<file path="config.mk">
export PLATFORM = sky130hd
export DESIGN_NAME = checksummed_command_frame_parser_core_flat
export DESIGN_NICKNAME = d
export VERILOG_FILES = /design/src/sv/cfp_pkg.sv /design/src/sv/cfp_in_if.sv /design/src/sv/cfp_out_if.sv /design/src/sv/cfp_front.sv /design/src/sv/cfp_queue.sv /design/src/sv/cfp_back.sv /design/src/sv/checksummed_command_frame_parser_core.sv /design/src/flat_wrapper.sv
export SDC_FILE = /design/constraint.sdc
export NUM_CORES = 1
export LEC_CHECK = 0
export BUFFER_PORTS_ARGS = -buffer_cell sky130_fd_sc_hd__clkbuf_2
export CORE_MARGIN = 8
export CORE_UTILIZATION = 61
export CTS_BUF_LIST = sky130_fd_sc_hd__clkbuf_8 sky130_fd_sc_hd__clkbuf_16
export DETAILED_ROUTE_END_ITERATION = 7
export PLACE_DENSITY = 0.86
export SETUP_SLACK_MARGIN = 0.2
export SYNTH_ARGS = -nofsm -noshare
export SYNTH_HDL_FRONTEND = slang
export SYNTH_HIERARCHICAL = 1
export SYNTH_SLANG_ARGS = --single-unit
</file>
<file path="constraint.sdc">
create_clock -name clk -period 4.2 [get_ports clk]
set_input_delay 0.42 -clock clk [delete_from_list [all_inputs] [get_ports clk]]
set_output_delay 0.42 -clock clk [all_outputs]
set_load 0.02 [all_outputs]
</file>
<file path="src/sv/cfp_pkg.sv">
// Shared types and constants of the checksummed command frame parser.
package cfp_pkg;

  localparam logic [7:0] HDR_FIRST   = 8'hAA;
  localparam logic [7:0] HDR_SECOND  = 8'hAF;
  localparam logic [7:0] FUNC_LIMIT  = 8'hF1;
  localparam logic [7:0] ACK_FUNC_LO = 8'h10;
  localparam logic [7:0] ACK_FUNC_HI = 8'h15;

  localparam logic [7:0] ACK_BYTE0 = 8'hAA;
  localparam logic [7:0] ACK_BYTE1 = 8'hAA;
  localparam logic [7:0] ACK_BYTE2 = 8'hEF;
  localparam logic [7:0] ACK_BYTE3 = 8'h02;
  localparam logic [7:0] ACK_HDR_SUM = ACK_BYTE0 + ACK_BYTE1 + ACK_BYTE2 + ACK_BYTE3;

  localparam logic [8:0] LIMIT_RESET = 9'd50;

  localparam logic [1:0] KIND_PAYLOAD = 2'd0;
  localparam logic [1:0] KIND_END     = 2'd1;
  localparam logic [1:0] KIND_ACK     = 2'd2;

  localparam logic [2:0] ACK_LAST_STEP = 3'd7;

  typedef struct packed {
    logic       is_end;
    logic [7:0] data;
    logic [7:0] index;
    logic [7:0] func;
    logic       ok;
    logic       ack;
    logic [7:0] sum;
  } cmd_t;

endpackage

</file>
<file path="src/sv/cfp_in_if.sv">
// Input byte channel of the frame parser.
interface cfp_in_if;
  logic       valid;
  logic       ready;
  logic [7:0] rx_byte;

  modport source (output valid, output rx_byte, input ready);
  modport sink (input valid, input rx_byte, output ready);
endinterface

</file>
<file path="src/sv/cfp_out_if.sv">
// Result channel of the frame parser.
interface cfp_out_if;
  logic       valid;
  logic       ready;
  logic [1:0] result_kind;
  logic [7:0] out_byte;
  logic [7:0] byte_index;
  logic [7:0] function_code;
  logic       checksum_ok;
  logic       last_of_item;

  modport source (output valid, output result_kind, output out_byte, output byte_index,
                  output function_code, output checksum_ok, output last_of_item,
                  input ready);
  modport sink (input valid, input result_kind, input out_byte, input byte_index,
                input function_code, input checksum_ok, input last_of_item,
                output ready);
endinterface

</file>
<file path="src/sv/cfp_front.sv">
// Front end: frame recognizer that turns received bytes into commands.
module cfp_front (
  input  logic          clk,
  input  logic          rst_n,
  cfp_in_if.sink        in_ch,
  input  logic          cfg_we,
  input  logic [8:0]    cfg_wdata,
  input  logic          q_full,
  output logic          push,
  output cfp_pkg::cmd_t push_cmd
);

  localparam logic [2:0] PH_IDLE    = 3'd0;
  localparam logic [2:0] PH_HDR     = 3'd1;
  localparam logic [2:0] PH_FUNC    = 3'd2;
  localparam logic [2:0] PH_LEN     = 3'd3;
  localparam logic [2:0] PH_PAYLOAD = 3'd4;
  localparam logic [2:0] PH_CHECK   = 3'd5;

  logic [2:0] phase_r, phase_nxt;
  logic [7:0] remain_r, remain_nxt;
  logic [7:0] count_r, count_nxt;
  logic [7:0] sum_r, sum_nxt;
  logic [7:0] func_r, func_nxt;
  logic [8:0] limit_r;
  logic       accept;
  logic [7:0] b;
  logic       ok;

  assign in_ch.ready = !q_full;
  assign accept      = in_ch.valid && !q_full;
  assign b           = in_ch.rx_byte;
  assign ok          = (sum_r == b);

  always_comb begin
    phase_nxt = phase_r;
    remain_nxt = remain_r;
    count_nxt = count_r;
    sum_nxt = sum_r;
    func_nxt = func_r;
    push = 1'b0;
    push_cmd.is_end = 1'b0;
    push_cmd.data = b;
    push_cmd.index = count_r;
    push_cmd.func = func_r;
    push_cmd.ok = 1'b0;
    push_cmd.ack = 1'b0;
    push_cmd.sum = sum_r;
    if (accept) begin
      priority if (phase_r == PH_IDLE && b == cfp_pkg::HDR_FIRST) begin
        phase_nxt = PH_HDR;
        sum_nxt = b;
      end else if (phase_r == PH_HDR && b == cfp_pkg::HDR_SECOND) begin
        phase_nxt = PH_FUNC;
        sum_nxt = sum_r + b;
      end else if (phase_r == PH_FUNC && b < cfp_pkg::FUNC_LIMIT) begin
        phase_nxt = PH_LEN;
        func_nxt = b;
        sum_nxt = sum_r + b;
      end else if (phase_r == PH_LEN && {1'b0, b} < limit_r) begin
        phase_nxt = PH_PAYLOAD;
        remain_nxt = b;
        count_nxt = 8'd0;
        sum_nxt = sum_r + b;
      end else if (phase_r == PH_PAYLOAD && remain_r != 8'd0) begin
        push = 1'b1;
        count_nxt = count_r + 8'd1;
        remain_nxt = remain_r - 8'd1;
        sum_nxt = sum_r + b;
        if (remain_r == 8'd1) begin
          phase_nxt = PH_CHECK;
        end
      end else if (phase_r == PH_CHECK) begin
        phase_nxt = PH_IDLE;
        push = 1'b1;
        push_cmd.is_end = 1'b1;
        push_cmd.index = 8'd0;
        push_cmd.ok = ok;
        push_cmd.ack = ok && func_r >= cfp_pkg::ACK_FUNC_LO && func_r <= cfp_pkg::ACK_FUNC_HI;
      end else begin
        phase_nxt = PH_IDLE;
      end
    end
  end

  always_ff @(posedge clk) begin
    if (!rst_n) begin
      phase_r <= PH_IDLE;
      remain_r <= 8'd0;
      count_r <= 8'd0;
      sum_r <= 8'd0;
      func_r <= 8'd0;
      limit_r <= cfp_pkg::LIMIT_RESET;
    end else begin
      phase_r <= phase_nxt;
      remain_r <= remain_nxt;
      count_r <= count_nxt;
      sum_r <= sum_nxt;
      func_r <= func_nxt;
      if (cfg_we) begin
        limit_r <= cfg_wdata;
      end
    end
  end

endmodule

</file>
<file path="src/sv/cfp_queue.sv">
// Command queue between the frame recognizer and the result sequencer.
module cfp_queue #(
  parameter int DEPTH = 4
) (
  input  logic          clk,
  input  logic          rst_n,
  input  logic          push,
  input  cfp_pkg::cmd_t push_cmd,
  input  logic          pop,
  output cfp_pkg::cmd_t head,
  output logic          full,
  output logic          empty
);

  localparam int PW = (DEPTH > 1) ? $clog2(DEPTH) : 1;
  localparam int CW = $clog2(DEPTH + 1);

  cfp_pkg::cmd_t mem_r [DEPTH];
  logic [PW-1:0] wr_ptr_r, rd_ptr_r;
  logic [CW-1:0] cnt_r;

  assign full  = (cnt_r == CW'(DEPTH));
  assign empty = (cnt_r == '0);
  assign head  = mem_r[rd_ptr_r];

  always_ff @(posedge clk) begin
    if (push) begin
      mem_r[wr_ptr_r] <= push_cmd;
    end
  end

  always_ff @(posedge clk) begin
    if (!rst_n) begin
      wr_ptr_r <= '0;
      rd_ptr_r <= '0;
      cnt_r <= '0;
    end else begin
      if (push) begin
        wr_ptr_r <= (wr_ptr_r == PW'(DEPTH - 1)) ? '0 : wr_ptr_r + 1'b1;
      end
      if (pop) begin
        rd_ptr_r <= (rd_ptr_r == PW'(DEPTH - 1)) ? '0 : rd_ptr_r + 1'b1;
      end
      if (push && !pop) begin
        cnt_r <= cnt_r + 1'b1;
      end else if (pop && !push) begin
        cnt_r <= cnt_r - 1'b1;
      end
    end
  end

endmodule

</file>
<file path="src/sv/cfp_back.sv">
// Back end: expands commands into result items behind an output register.
module cfp_back (
  input  logic          clk,
  input  logic          rst_n,
  input  cfp_pkg::cmd_t head,
  input  logic          q_empty,
  output logic          pop,
  cfp_out_if.source     out_ch
);

  logic [2:0] step_r, step_nxt;
  logic       out_valid_r;
  logic [1:0] kind_r, kind_nxt;
  logic [7:0] byte_r, byte_nxt;
  logic [7:0] index_r, index_nxt;
  logic [7:0] func_r;
  logic       ok_r, ok_nxt;
  logic       last_r, last_nxt;
  logic       load;
  logic       fire;
  logic       done;
  logic [2:0] ack_idx;
  logic [7:0] ack_byte;

  assign load    = !out_valid_r || out_ch.ready;
  assign fire    = load && !q_empty;
  assign pop     = fire && done;
  assign ack_idx = step_r - 3'd1;

  always_comb begin
    unique case (ack_idx)
      3'd0:    ack_byte = cfp_pkg::ACK_BYTE0;
      3'd1:    ack_byte = cfp_pkg::ACK_BYTE1;
      3'd2:    ack_byte = cfp_pkg::ACK_BYTE2;
      3'd3:    ack_byte = cfp_pkg::ACK_BYTE3;
      3'd4:    ack_byte = head.func;
      3'd5:    ack_byte = head.sum;
      default: ack_byte = cfp_pkg::ACK_HDR_SUM + head.func + head.sum;
    endcase
  end

  always_comb begin
    kind_nxt = cfp_pkg::KIND_PAYLOAD;
    byte_nxt = head.data;
    index_nxt = head.index;
    ok_nxt = 1'b0;
    last_nxt = 1'b1;
    done = 1'b1;
    if (head.is_end) begin
      if (step_r == 3'd0) begin
        kind_nxt = cfp_pkg::KIND_END;
        index_nxt = 8'd0;
        ok_nxt = head.ok;
        last_nxt = !head.ack;
        done = !head.ack;
      end else begin
        kind_nxt = cfp_pkg::KIND_ACK;
        byte_nxt = ack_byte;
        index_nxt = {5'd0, ack_idx};
        last_nxt = (step_r == cfp_pkg::ACK_LAST_STEP);
        done = (step_r == cfp_pkg::ACK_LAST_STEP);
      end
    end
    step_nxt = done ? 3'd0 : step_r + 3'd1;
  end

  always_ff @(posedge clk) begin
    if (!rst_n) begin
      out_valid_r <= 1'b0;
      step_r <= 3'd0;
    end else begin
      if (load) begin
        out_valid_r <= !q_empty;
      end
      if (fire) begin
        step_r <= step_nxt;
      end
    end
  end

  always_ff @(posedge clk) begin
    if (fire) begin
      kind_r <= kind_nxt;
      byte_r <= byte_nxt;
      index_r <= index_nxt;
      func_r <= head.func;
      ok_r <= ok_nxt;
      last_r <= last_nxt;
    end
  end

  assign out_ch.valid         = out_valid_r;
  assign out_ch.result_kind   = kind_r;
  assign out_ch.out_byte      = byte_r;
  assign out_ch.byte_index    = index_r;
  assign out_ch.function_code = func_r;
  assign out_ch.checksum_ok   = ok_r;
  assign out_ch.last_of_item  = last_r;

endmodule

</file>
<file path="src/sv/checksummed_command_frame_parser_core.sv">
// Top level of the checksummed command frame parser.
//
// in_ch carries one received byte per item; out_ch carries result items:
// payload bytes with their index, one frame-end status per checksum byte,
// and for accepted commands 0x10 to 0x15 seven acknowledge bytes after it.
// last_of_item marks the final result caused by one input byte. The user
// writes the length limit (reset value 50) via cfg_we/cfg_wdata only while
// idle; the block itself does not enforce this.
// A byte's command is queued before its first result is registered at the
// output. Throughput: one input byte per cycle while the result side keeps
// up; the single output register emits one result per ready cycle, so a
// checksum byte that triggers an acknowledge occupies the output for eight
// results. The command queue (QUEUE_DEPTH entries) absorbs that burst; when
// it fills, in_ch.ready drops until the output drains.
//
// Reset (rst_n low at a clock edge) returns the parser to waiting for a
// header, empties the queue and clears the output. A stalled receiver holds
// the current result; bytes keep being accepted until the queue is full.
module checksummed_command_frame_parser_core #(
  parameter int QUEUE_DEPTH = 4
) (
  input  logic       clk,
  input  logic       rst_n,
  cfp_in_if.sink     in_ch,
  cfp_out_if.source  out_ch,
  input  logic       cfg_we,
  input  logic [8:0] cfg_wdata
);

  logic          q_push;
  logic          q_pop;
  logic          q_full;
  logic          q_empty;
  cfp_pkg::cmd_t q_push_cmd;
  cfp_pkg::cmd_t q_head;

  cfp_front u_front (
    .clk      (clk),
    .rst_n    (rst_n),
    .in_ch    (in_ch),
    .cfg_we   (cfg_we),
    .cfg_wdata(cfg_wdata),
    .q_full   (q_full),
    .push     (q_push),
    .push_cmd (q_push_cmd)
  );

  cfp_queue #(
    .DEPTH(QUEUE_DEPTH)
  ) u_queue (
    .clk     (clk),
    .rst_n   (rst_n),
    .push    (q_push),
    .push_cmd(q_push_cmd),
    .pop     (q_pop),
    .head    (q_head),
    .full    (q_full),
    .empty   (q_empty)
  );

  cfp_back u_back (
    .clk    (clk),
    .rst_n  (rst_n),
    .head   (q_head),
    .q_empty(q_empty),
    .pop    (q_pop),
    .out_ch (out_ch)
  );

`ifndef NO_ASSERTIONS
  a_no_push_full: assert property (@(posedge clk) disable iff (!rst_n)
    q_push |-> !q_full)
    else $error("command pushed into full queue");

  a_no_pop_empty: assert property (@(posedge clk) disable iff (!rst_n)
    q_pop |-> !q_empty)
    else $error("command popped from empty queue");

  a_ack_tail_last: assert property (@(posedge clk) disable iff (!rst_n)
    (out_ch.valid && out_ch.result_kind == cfp_pkg::KIND_ACK && out_ch.byte_index == 8'd6)
      |-> out_ch.last_of_item)
    else $error("final acknowledge byte not marked last");

  a_payload_last: assert property (@(posedge clk) disable iff (!rst_n)
    (out_ch.valid && out_ch.result_kind == cfp_pkg::KIND_PAYLOAD) |-> out_ch.last_of_item)
    else $error("payload result not marked last");
`endif

endmodule

</file>
<file path="src/flat_wrapper.sv">
// flat-port wrapper written by rule: the top's interface ports become plain ports
module checksummed_command_frame_parser_core_flat 
#(
  parameter int QUEUE_DEPTH = 4
)
  (clk, rst_n, cfg_we, cfg_wdata, in_ch_valid, in_ch_rx_byte, in_ch_ready, out_ch_valid, out_ch_result_kind, out_ch_out_byte, out_ch_byte_index, out_ch_function_code, out_ch_checksum_ok, out_ch_last_of_item, out_ch_ready);
  cfp_in_if in_ch_i ();
  cfp_out_if out_ch_i ();
  input  logic clk;
  input  logic rst_n;
  input  logic cfg_we;
  input  logic [8:0] cfg_wdata;
  input wire logic [$bits(in_ch_i.valid)-1:0] in_ch_valid;
  input wire logic [$bits(in_ch_i.rx_byte)-1:0] in_ch_rx_byte;
  output wire logic [$bits(in_ch_i.ready)-1:0] in_ch_ready;
  output wire logic [$bits(out_ch_i.valid)-1:0] out_ch_valid;
  output wire logic [$bits(out_ch_i.result_kind)-1:0] out_ch_result_kind;
  output wire logic [$bits(out_ch_i.out_byte)-1:0] out_ch_out_byte;
  output wire logic [$bits(out_ch_i.byte_index)-1:0] out_ch_byte_index;
  output wire logic [$bits(out_ch_i.function_code)-1:0] out_ch_function_code;
  output wire logic [$bits(out_ch_i.checksum_ok)-1:0] out_ch_checksum_ok;
  output wire logic [$bits(out_ch_i.last_of_item)-1:0] out_ch_last_of_item;
  input wire logic [$bits(out_ch_i.ready)-1:0] out_ch_ready;
  assign in_ch_i.valid = in_ch_valid;
  assign in_ch_i.rx_byte = in_ch_rx_byte;
  assign in_ch_ready = in_ch_i.ready;
  assign out_ch_valid = out_ch_i.valid;
  assign out_ch_result_kind = out_ch_i.result_kind;
  assign out_ch_out_byte = out_ch_i.out_byte;
  assign out_ch_byte_index = out_ch_i.byte_index;
  assign out_ch_function_code = out_ch_i.function_code;
  assign out_ch_checksum_ok = out_ch_i.checksum_ok;
  assign out_ch_last_of_item = out_ch_i.last_of_item;
  assign out_ch_i.ready = out_ch_ready;
  checksummed_command_frame_parser_core #(.QUEUE_DEPTH(QUEUE_DEPTH)) u_core (.clk(clk), .rst_n(rst_n), .in_ch(in_ch_i), .out_ch(out_ch_i), .cfg_we(cfg_we), .cfg_wdata(cfg_wdata));
endmodule
</file>
==> results of run 1 <==
[cells in the final DEF, fill, tap and decap left out, drive strengths merged, types with 5 or more instances in the layout]
master	n
ha	43
edfxtp	168
a311oi	5
xor2	10
clkbuf	77
buf	12
nor3	15
dfxtp	57
o21ai	35
a211oi	7
nand2b	9
mux4	35
a22oi	5
nand3	27
clkinv	5
nor2b	13
a21o	7
inv	45
o21a	5
o211ai	6
mux2i	14
nor4	5
xnor2	10
a21oi	33
nor2	43
nand2	36
and2	16
nand4	5
[state kept, by name, summed over array words and instances, names as in the netlist, 3 cells and up, named ones only]
signal                              count
u_core/u_queue/mem_r                  140
u_core/u_back/step_r                    3
u_core/u_back/out_ch.out_byte           8
u_core/u_front/sum_r                    8
u_core/u_front/phase_r                  3
u_core/u_back/out_ch.function_code      8
u_core/u_back/out_ch.byte_index         8
u_core/u_front/func_r                   8
u_core/u_front/limit_r                  9
u_core/u_queue/cnt_r                    3
u_core/u_front/remain_r                 8
u_core/u_front/count_r                  8
[routing by layer]
layer / GRT usage / wire length (um)
met1: 0.2605 / 8851
met4: 0.07259 / 543
met3: 0.04260 / 1789
met5: 0 / 0
met2: 0.3437 / 10800
[power breakdown]
part,switching [mW],internal [mW]
clock,0.825,1.24
combinational,0.0896,0.0481
sequential,0.0166,2.38
total,0.931,3.67
[metrics by stage]
step	area, um^2	instances
2_1_floorplan	10150	735
3_3_place_gp	10520	981
3_5_place_dp	10520	981
4_1_cts	11300	1023
5_1_grt	11300	1023
6_report	11300	1023
[cell type report]
class / count / area, um^2 / area share
Multi-Input combinational cell: 434 / 3570 / 0.3158
Tap cell: 220 / 275.3 / 0.02435
Sequential cell: 225 / 6187 / 0.5473
Timing Repair Buffer: 63 / 345.3 / 0.03055
Inverter: 39 / 146.4 / 0.01295
Clock inverter: 16 / 163.9 / 0.01450
Clock buffer: 26 / 616.8 / 0.05457
[kinds of logic after synthesis]
family | count (synthesis) | share of synthesized area
buffers and inverters | 76 | 0.03872
multiplexers | 49 | 0.09335
flip-flops | 225 | 0.6097
AO/OA/AOI/OAI | 133 | 0.08805
adder cells (fa/ha/maj) | 46 | 0.05895
XOR/XNOR | 20 | 0.01726
AND/OR/NAND/NOR | 186 | 0.09397
[worst max-delay path: stages (launching register included)]
cell	delay [ps]
dfxtp_2	520
buf_4	370
mux4_2	560
or3b_2	450
o211ai_1	140
and2_1	260
inv_1	110
ha_1	240
inv_1	100
fa_1	210
xor2_1	100
or3_1	300
a21boi_0	190
[worst max-delay path by stage]
stage | slack [ps] | cells past startpoint | to
final | 540 | 12 | u_core/u_queue/cnt_r[2]
after global routing | 330 | 11 | u_core/u_queue/cnt_r[2]
after CTS | 540 | 12 | u_core/u_queue/cnt_r[2]
after detailed placement | 580 | 12 | u_core/u_queue/cnt_r[2]
after global placement | 860 | 12 | u_core/u_queue/cnt_r[2]
after floorplan | 970 | 11 | u_core/u_back/out_ch.out_byte[7]
==> run metrics, run 1 <==
outcome finished clean; Routed WL 21990 um; Pre-antenna DRT Iters 5; Initial Util 0.6184; Netlist cell types 69; Final TNS setup 0 ps; max-slew violations 0; worst path arrival time 4090 ps; total power 4.603 mW; Leakage 3.993 nW; FF-to-FF setup slack 540 ps; CTS clock-pin slew for the worst setup and hold paths 60 ps; f_max 0.2735 GHz; Rows 47; gate count of the mapped netlist 735; via count 6365; Final min period 3657 ps; clk buf depth 3; n_diodes 0; most frequent cells after synthesis edfxtp_1, dfxtp_1, ha_1, nor2_1, inv_1; clk_lat worst skew 510 ps; postcts setup bufs 0; total I/O pin count 52; RR Endpoint u_core/u_queue/cnt_r[2]; Sink Count 225; Post-CTS Hold Buffers 0; fillers 1066; # nets final 854; post-route ant nets 0; routed len/inst 21.49 um; Max-slew headroom 0.3762; Via density 6.222; WHS Path Cells 3; Hold EP u_core/u_front/limit_r[4]; Final Hold Fails 0; part of the cycle the worst path needs 0.8707; worst reg2reg path depth 12; Synth top area share 0.4972; Req. time, crit path 4630 ps; first-pass GRT wire length 34880 um; Congestion Overflow GR 0; worst hold start cfg_wdata[4]; post-layout util 0.6890; crit end category register; CTS Buf Count 23; Least-Margin Pin Slew 929.0 ps; Setup Skew 22.41 ps; Resized Gates After CTS 0; Die Ht 145.0 um; initial antenna violation count 0; chip width 145.0 um; Synth Flop Type edfxtp_1; Synth warnings 6; GPL Wtd Cong 0.8625; post-synthesis cell area 10150 um^2; Power per Cell Area 407.2 nW/um^2; Yosys top cell by area edfxtp_1; startpoint types register; CP max FO 16; synth top area cells edfxtp_1, dfxtp_1, mux4_2, ha_1, nor2_1; # setup viols final 0; Hold WS 142.3 ps; Hold WC Path Type in -> reg; crit path kind reg -> reg; sequential cell area fraction in the yosys report 0.6097; core box area 16410 um^2; H-tree Lvls 1; layout cells sized above 1 0.1793; CTS tree yes; largest net degree at the start of global routing 36; CTS root buf clkbuf_16; number of flops mapped to enable cells by yosys 168; Mapped Avg Cell Area 13.80 um^2; Async SR Flop Fraction 0; peak supply drop 0.2850 mV; vias in the first global route 6537; setup ws final 543.1 ps; post-synth net total 803; Die Footprint 21020 um^2; RSZ-0062 raised after global routing no; Setup WS pre-CTS 575.1 ps; Layout area overhead 11.42%; max_cap viols 0; drc violations 0; DRT iter0 DRCs 585; IO Port Bufs 51; detailed placer's ending HPWL 14140 um; most common cell in the netlist edfxtp_1; Synth Register Bits 225; Total GRT Usage 0.2052
Power figures use the tool's default switching activity.
==> run 2: changes to the inputs <==
--- a/config.mk
+++ b/config.mk
@@ -10,8 +10,9 @@
 export CORE_UTILIZATION = 61
 export CTS_BUF_LIST = sky130_fd_sc_hd__clkbuf_8 sky130_fd_sc_hd__clkbuf_16
 export DETAILED_ROUTE_END_ITERATION = 7
-export PLACE_DENSITY = 0.86
+export PLACE_DENSITY_LB_ADDON = 0.12
 export SETUP_SLACK_MARGIN = 0.2
+export SLEW_MARGIN = 30
 export SYNTH_ARGS = -nofsm -noshare
 export SYNTH_HDL_FRONTEND = slang
 export SYNTH_HIERARCHICAL = 1
==> constraint.sdc (replaced) <==
create_clock -name clk -period 4.2 [get_ports clk]
set_input_delay 0.84 -clock clk [delete_from_list [all_inputs] [get_ports clk]]
set_output_delay 0.84 -clock clk [all_outputs]
set_load 0.02 [all_outputs]
==> run metrics, run 2 (synthesis results as in run 1) <==
crit end category register; Cell Area, Placed 10570 um^2 (+0.40%); routed len/inst 21.29 um (-0.96%); Post-Place Cells 986 (+0.51%); CTS root buf clkbuf_16; f_max 0.2738 GHz (+0.14%); largest net degree at the start of global routing 36 (unchanged); fin area 11310 um^2 (about the same); Max-slew headroom 0.3517 (-0.02451); Hold WS 488.4 ps (+346.1 ps); Die Ht 145.0 um (unchanged); CTS Buf Count 24 (+4.3%); max_cap viols 0 (unchanged); setup ws final 548.0 ps (+4.945 ps); # setup viols final 0 (unchanged); CP most frequent cell inv_1; worst-path cell chain buf_4 > mux4_2 > or3b_2 > o211ai_1 > and2_1 > inv_1 > ha_1 > inv_1 > fa_1 > xor2_1 > or3_1 > a21boi_0; Setup Skew 11.41 ps (-11.00 ps); Layout area overhead 11.46% (about the same); RSZ-0062 raised after global routing no; slowest stage delay, CP 550 ps (about the same); non-filler cells, final 1030 (+0.68%); post-route ant nets 0 (unchanged); CP max FO 17 (+1); Final TNS setup 0 ps (unchanged); layout cells sized above 1 0.1790 (-0.0003152); worst path arrival time 4070 ps (-20 ps); drc violations 0 (unchanged); Die Footprint 21020 um^2 (unchanged); Congestion Overflow GR 0 (unchanged); H-tree Lvls 1 (unchanged); detailed placer's ending HPWL 14670 um (+3.7%); GPL Wtd Cong 0.8894 (+3.1%); vias in the first global route 6378 (-2.4%); part of the cycle the worst path needs 0.8695 (-0.001177); max reg flops 140 (unchanged); startpoint types register; Req. time, crit path 4620 ps (about the same); Sink Count 225 (unchanged); Post-CTS Hold Buffers 0 (unchanged); Least-Margin Pin Slew 971.4 ps (+42.37 ps); n_diodes 0 (unchanged); # nets final 860 (+0.70%); Rows 47 (unchanged); outcome finished clean; initial antenna violation count 0 (unchanged); total power 4.483 mW (-2.6%); Via density 6.084 (-2.2%); CTS tree yes; Biggest register u_core/u_queue/mem_r; Final Hold Fails 0 (unchanged); Setup WS pre-CTS 555.1 ps (-20.05 ps); IO Port Bufs 51 (unchanged); crit path kind reg -> reg; max-slew violations 0 (unchanged); most frequent cells in the layout edfxtp_1, dfxtp_1, clkbuf_2; Power per Cell Area 396.5 nW/um^2 (-2.6%); via count 6267 (-1.5%); Hold WC Path Type reg -> reg; chip width 145.0 um (unchanged); DRT iter0 DRCs 384 (-34%); biggest regs u_core/u_queue/mem_r x140, u_core/u_front/limit_r x9; postcts setup bufs 0 (unchanged); Final min period 3652 ps (-4.945 ps); core box area 16410 um^2 (unchanged); Resized Gates After CTS 0 (unchanged); CTS clock-pin slew for the worst setup and hold paths 60 ps (about the same); Initial Util 0.6184 (unchanged); clk_lat worst skew 510 ps (about the same); fillers 1137 (+6.7%); Total GRT Usage 0.2081 (+0.002830); peak supply drop 0.2600 mV (-8.8%); total I/O pin count 52 (unchanged); most common cell after layout, fill and taps aside edfxtp_1; Slowest-stage cell, CP dfxtp_2; clk buf depth 3 (unchanged); post-layout util 0.6892 (about the same); first-pass GRT wire length 35100 um (+0.63%); Routed WL 21930 um (-0.28%); Leakage 4.029 nW (+0.89%); Pre-antenna DRT Iters 5 (unchanged)
[run 2: changes by cell type in the layout (fill, tap and decap cells not counted), sizes merged]
| cell | delta |
|---|---|
| clkbuf | +1 |
| clkinvlp | -1 |
| bufinv | -3 |
| buf | +5 |
| inv | +3 |
| clkinv | +2 |
[run 2: where the power goes]
part	leakage [nW]	switching (mW)	internal (mW)	total (mW)
combinational	1.68	0.0911	0.0488	0.140
clock	0.399	0.819	1.13	1.95
sequential	1.95	0.0153	2.38	2.40
[run 2: worst max-delay path: cells and delay by family (launching register included)]
| family | cells | cell delay, ps |
|---|---|---|
| and+or+nand+nor | 3 | 1010 |
| buffers and inverters | 3 | 610 |
| DFF | 1 | 550 |
| muxes | 1 | 540 |
| adders and majority gates | 2 | 390 |
| AOI/OAI and AO/OA | 2 | 370 |
| xor gates and xnor gates | 1 | 70 |
[run 2: layer usage]
layer | vias up | global-route usage | wire length, um
met1 | 3093 | 0.2753 | 9493
met2 | 251 | 0.3498 | 10660
met5 | - | 0 | 0
li1 | 2891 | - | -
met4 | 0 | 0.05892 | 427
met3 | 32 | 0.03296 | 1344
[run 2: layout make-up]
type | instances | area (um^2) | area share
tap | 220 | 275.3 | 0.02434
inverter | 39 | 146.4 | 0.01295
timing repair buffer | 68 | 382.9 | 0.03386
clock buffer | 27 | 664.4 | 0.05875
sequential | 225 | 6187 | 0.5471
clock inverter | 17 | 77.57 | 0.006860
multi-input combinational | 434 | 3575 | 0.3161
[run 2: path summary, 6_finish.rpt]
path	start	to	slack, ps	cells past startpoint
hold reg to reg	u_core/u_front/remain_r[6]	u_core/u_front/remain_r[6]	490	2
setup reg to reg	register	u_core/u_queue/cnt_r[2]	550	12
hold / removal	u_core/u_front/remain_r[6]	u_core/u_front/remain_r[6]	490	2
setup / recovery	register	u_core/u_queue/cnt_r[2]	550	12
==> run 3: changes to the inputs <==
--- a/config.mk
+++ b/config.mk
@@ -5,6 +5,7 @@
 export SDC_FILE = /design/constraint.sdc
 export NUM_CORES = 1
 export LEC_CHECK = 0
+export ABC_AREA = 1
 export BUFFER_PORTS_ARGS = -buffer_cell sky130_fd_sc_hd__clkbuf_2
 export CORE_MARGIN = 8
 export CORE_UTILIZATION = 61
==> run metrics, run 3 <==
Final TNS setup 0 ps (unchanged); part of the cycle the worst path needs 0.7205 (-0.1490); chip width 148.3 um (+2.3%); Rows 48 (+2.1%); CTS Buf Count 25 (+4.2%); Post-CTS Hold Buffers 0 (unchanged); Pre-antenna DRT Iters 7 (+2); # setup viols final 0 (unchanged); IO Port Bufs 51 (unchanged); Setup Skew 8.348 ps (-3.063 ps); post-route ant nets 0 (unchanged); n_diodes 0 (unchanged); biggest regs u_core/u_queue/mem_r x140, u_core/u_front/limit_r x9; via count 7682 (+23%); Seq pwr share 0.407 (-0.128); GPL Wtd Cong 0.8908 (+0.16%); vias in the first global route 7349 (+15%); CP max FO 35 (+18); Synth top area share 0.4722 (-0.02498); Biggest register u_core/u_queue/mem_r; Least-Margin Pin Slew 958.2 ps (-13.20 ps); # nets final 1207 (+40%); crit path kind reg -> reg; Synth Register Bits 225 (unchanged); Power per Cell Area 564.2 nW/um^2 (+42%); Sw Ratio 0.3447 (+0.1382); peak supply drop 0.3859 mV (+48%); post-synth net total 1159 (+44%); drc violations 0 (unchanged); detailed placer's ending HPWL 15600 um (+6.4%); Slowest-stage cell, CP fa_1; layout cells sized above 1 0.1383 (-0.04072); Die Ht 148.3 um (+2.3%); Netlist cell types 41 (-41%); Hold WC Path Type reg -> reg; f_max 0.3305 GHz (+21%); most frequent cells after synthesis nand2_1, edfxtp_1, nor2_1, inv_1, o21ai_0; outcome finished clean; worst path arrival time 3440 ps (-630 ps); number of flops mapped to enable cells by yosys 168 (unchanged); H-tree Lvls 1 (unchanged); startpoint types register; core box area 17240 um^2 (+5.1%); synth top area cells edfxtp_1, dfxtp_1, nand2_1, nor2_1, ha_1; max reg flops 140 (unchanged); max_cap viols 0 (unchanged); Initial Util 0.6198 (+0.001380); Max-slew headroom 0.3605 (+0.008812); CTS clock-pin slew for the worst setup and hold paths 60 ps (about the same); Power Internal 4.363 mW (+23%); worst-path cell chain buf_4 > o21ai_0 > o22ai_1 > buf_4 > inv_2 > nor2_8 > inv_4 > o21ai_4 > nor2_2 > inv_1 > ha_1 > inv_1 > fa_1 > inv_1 > nand2_1 > nand3_1 > nand2_1 > inv_1 > nor2_1; P_sw 2.295 mW (+150%); crit end category register; Worst Path Buf+Inv 8 (+5); Req. time, crit path 4610 ps (about the same); most common cell in the netlist nand2_1; Congestion Overflow GR 0 (unchanged); postcts setup bufs 0 (unchanged); largest net degree at the start of global routing 50 (+39%); clk buf depth 3 (unchanged); Via density 5.559 (-8.6%); clk_lat worst skew 520 ps (about the same); initial antenna violation count 0 (unchanged); Setup WS pre-CTS 1187 ps (+632.2 ps); total I/O pin count 52 (unchanged); RSZ-0062 raised after global routing no; Synth warnings 6 (unchanged); CTS root buf clkbuf_16; clock network power share 0.301 (-0.133); setup ws final 1174 ps (+625.9 ps); Resized Gates After CTS 0 (unchanged); slowest stage delay, CP 430 ps (-120 ps); Routed WL 23840 um (+8.7%); Yosys top cell by area edfxtp_1; Mapped Avg Cell Area 9.792 um^2 (-29%); family with the most delay on the worst path buffers and inverters; CTS tree yes; first-pass GRT wire length 37730 um (+7.5%); most common cell after layout, fill and taps aside nand2_1; max-slew violations 0 (unchanged); Layout area overhead 10.47%; CP most frequent cell inv_1; Synth Flop Type edfxtp_1; Final Hold Fails 0 (unchanged); Leakage 4.844 nW (+20%); routed len/inst 17.25 um (-19%); sequential cell area fraction in the yosys report 0.5791 (-0.03063); Total GRT Usage 0.2158 (+0.007764); post-synthesis cell area 10680 um^2 (+5.3%); gate count of the mapped netlist 1091 (+48%); Die Footprint 22000 um^2 (+4.7%); DRT iter0 DRCs 622 (+62%); Final min period 3026 ps (-625.9 ps); most frequent cells in the layout nand2_1, edfxtp_1, nor2_1; Sink Count 225 (unchanged); Async SR Flop Fraction 0 (unchanged); Logic pwr share 0.291 (+0.260)
[run 3: cell types whose count changed in the layout (fill, tap and decap cells not counted), moves of 30 or more]
cell     change
nor2_1     +117
mux4_2      -30
nand2_1    +141
o22ai_1     +31
inv_1       +67
o21ai_0     +50
[run 3: worst register-to-register path: stages (launching register included)]
cell     delay (ps)
dfxtp_1         340
buf_4           340
o21ai_0         170
o22ai_1         170
buf_4           170
inv_2            80
nor2_8          180
inv_4           100
o21ai_4         170
nor2_2           70
inv_1           120
ha_1            180
inv_1            70
fa_1            430
inv_1            70
nand2_1          60
nand3_1          70
nand2_1          50
inv_1            40
nor2_1           40
[run 3: logic make-up (layout without fill, tap and decap cells)]
family / count (synthesis) / after routing / synth area share
XOR/XNOR: 15 / 15 / 0.01230
AO/OA/AOI/OAI: 200 / 200 / 0.1025
adder cells (fa/ha/maj): 46 / 46 / 0.05599
AND/OR/NAND/NOR: 437 / 437 / 0.1797
buffers and inverters: 168 / 234 / 0.07051
flip-flops: 225 / 225 / 0.5791
[run 3: metal layers]
layer	global-route usage	routed length, um
met1	0.2764	10310
met2	0.3667	11460
met3	0.03342	1473
met4	0.07445	591
met5	0	0
[run 3: power by group through the flow]
stage,sequential (mW),clock (mW),combinational [mW]
final,2.71,2.01,1.94
after global routing,2.74,2.11,2.17
after CTS,2.72,2.04,1.94
after detailed placement,2.76,0,1.93
after global placement,2.76,0,1.89
after floorplan,2.94,0,1.20
[run 3: layout make-up]
| type | count | area [um^2] |
|---|---|---|
| clock buffer | 28 | 666.9 |
| fill | 1383 | 5435 |
| multi-input combinational | 698 | 3744 |
| clock inverter | 17 | 95.09 |
| inverter | 125 | 474.2 |
| sequential | 225 | 6187 |
| timing repair buffer | 64 | 352.8 |
| tap | 225 | 281.5 |
[run 3: final timing paths]
kind                        startpoint                   endpoint  slack, ps  cells after the start
max                           register    u_core/u_queue/cnt_r[2]       1170                     19
max reg2reg                   register    u_core/u_queue/cnt_r[2]       1170                     19
min reg2reg  u_core/u_front/limit_r[8]  u_core/u_front/limit_r[8]        460                      2
min          u_core/u_front/limit_r[8]  u_core/u_front/limit_r[8]        460                      2
[run 3: metrics by stage]
| stage | power, mW | hold WS [ps] | utilization | std cells | cell area [um^2] |
|---|---|---|---|---|---|
| floorplan | 4.139 | 433.4 | - | 1091 | 10680 |
| global placement | 4.647 | 443.3 | 0.6405 | 1337 | 11040 |
| detailed placement | 4.690 | 449.4 | 0.6405 | 1337 | 11040 |
| CTS | 6.697 | 457.3 | 0.6847 | 1382 | 11800 |
| global route | 7.019 | 495.6 | 0.6847 | 1382 | 11800 |
| finish | 6.658 | 456.7 | 0.6847 | 1382 | 11800 |
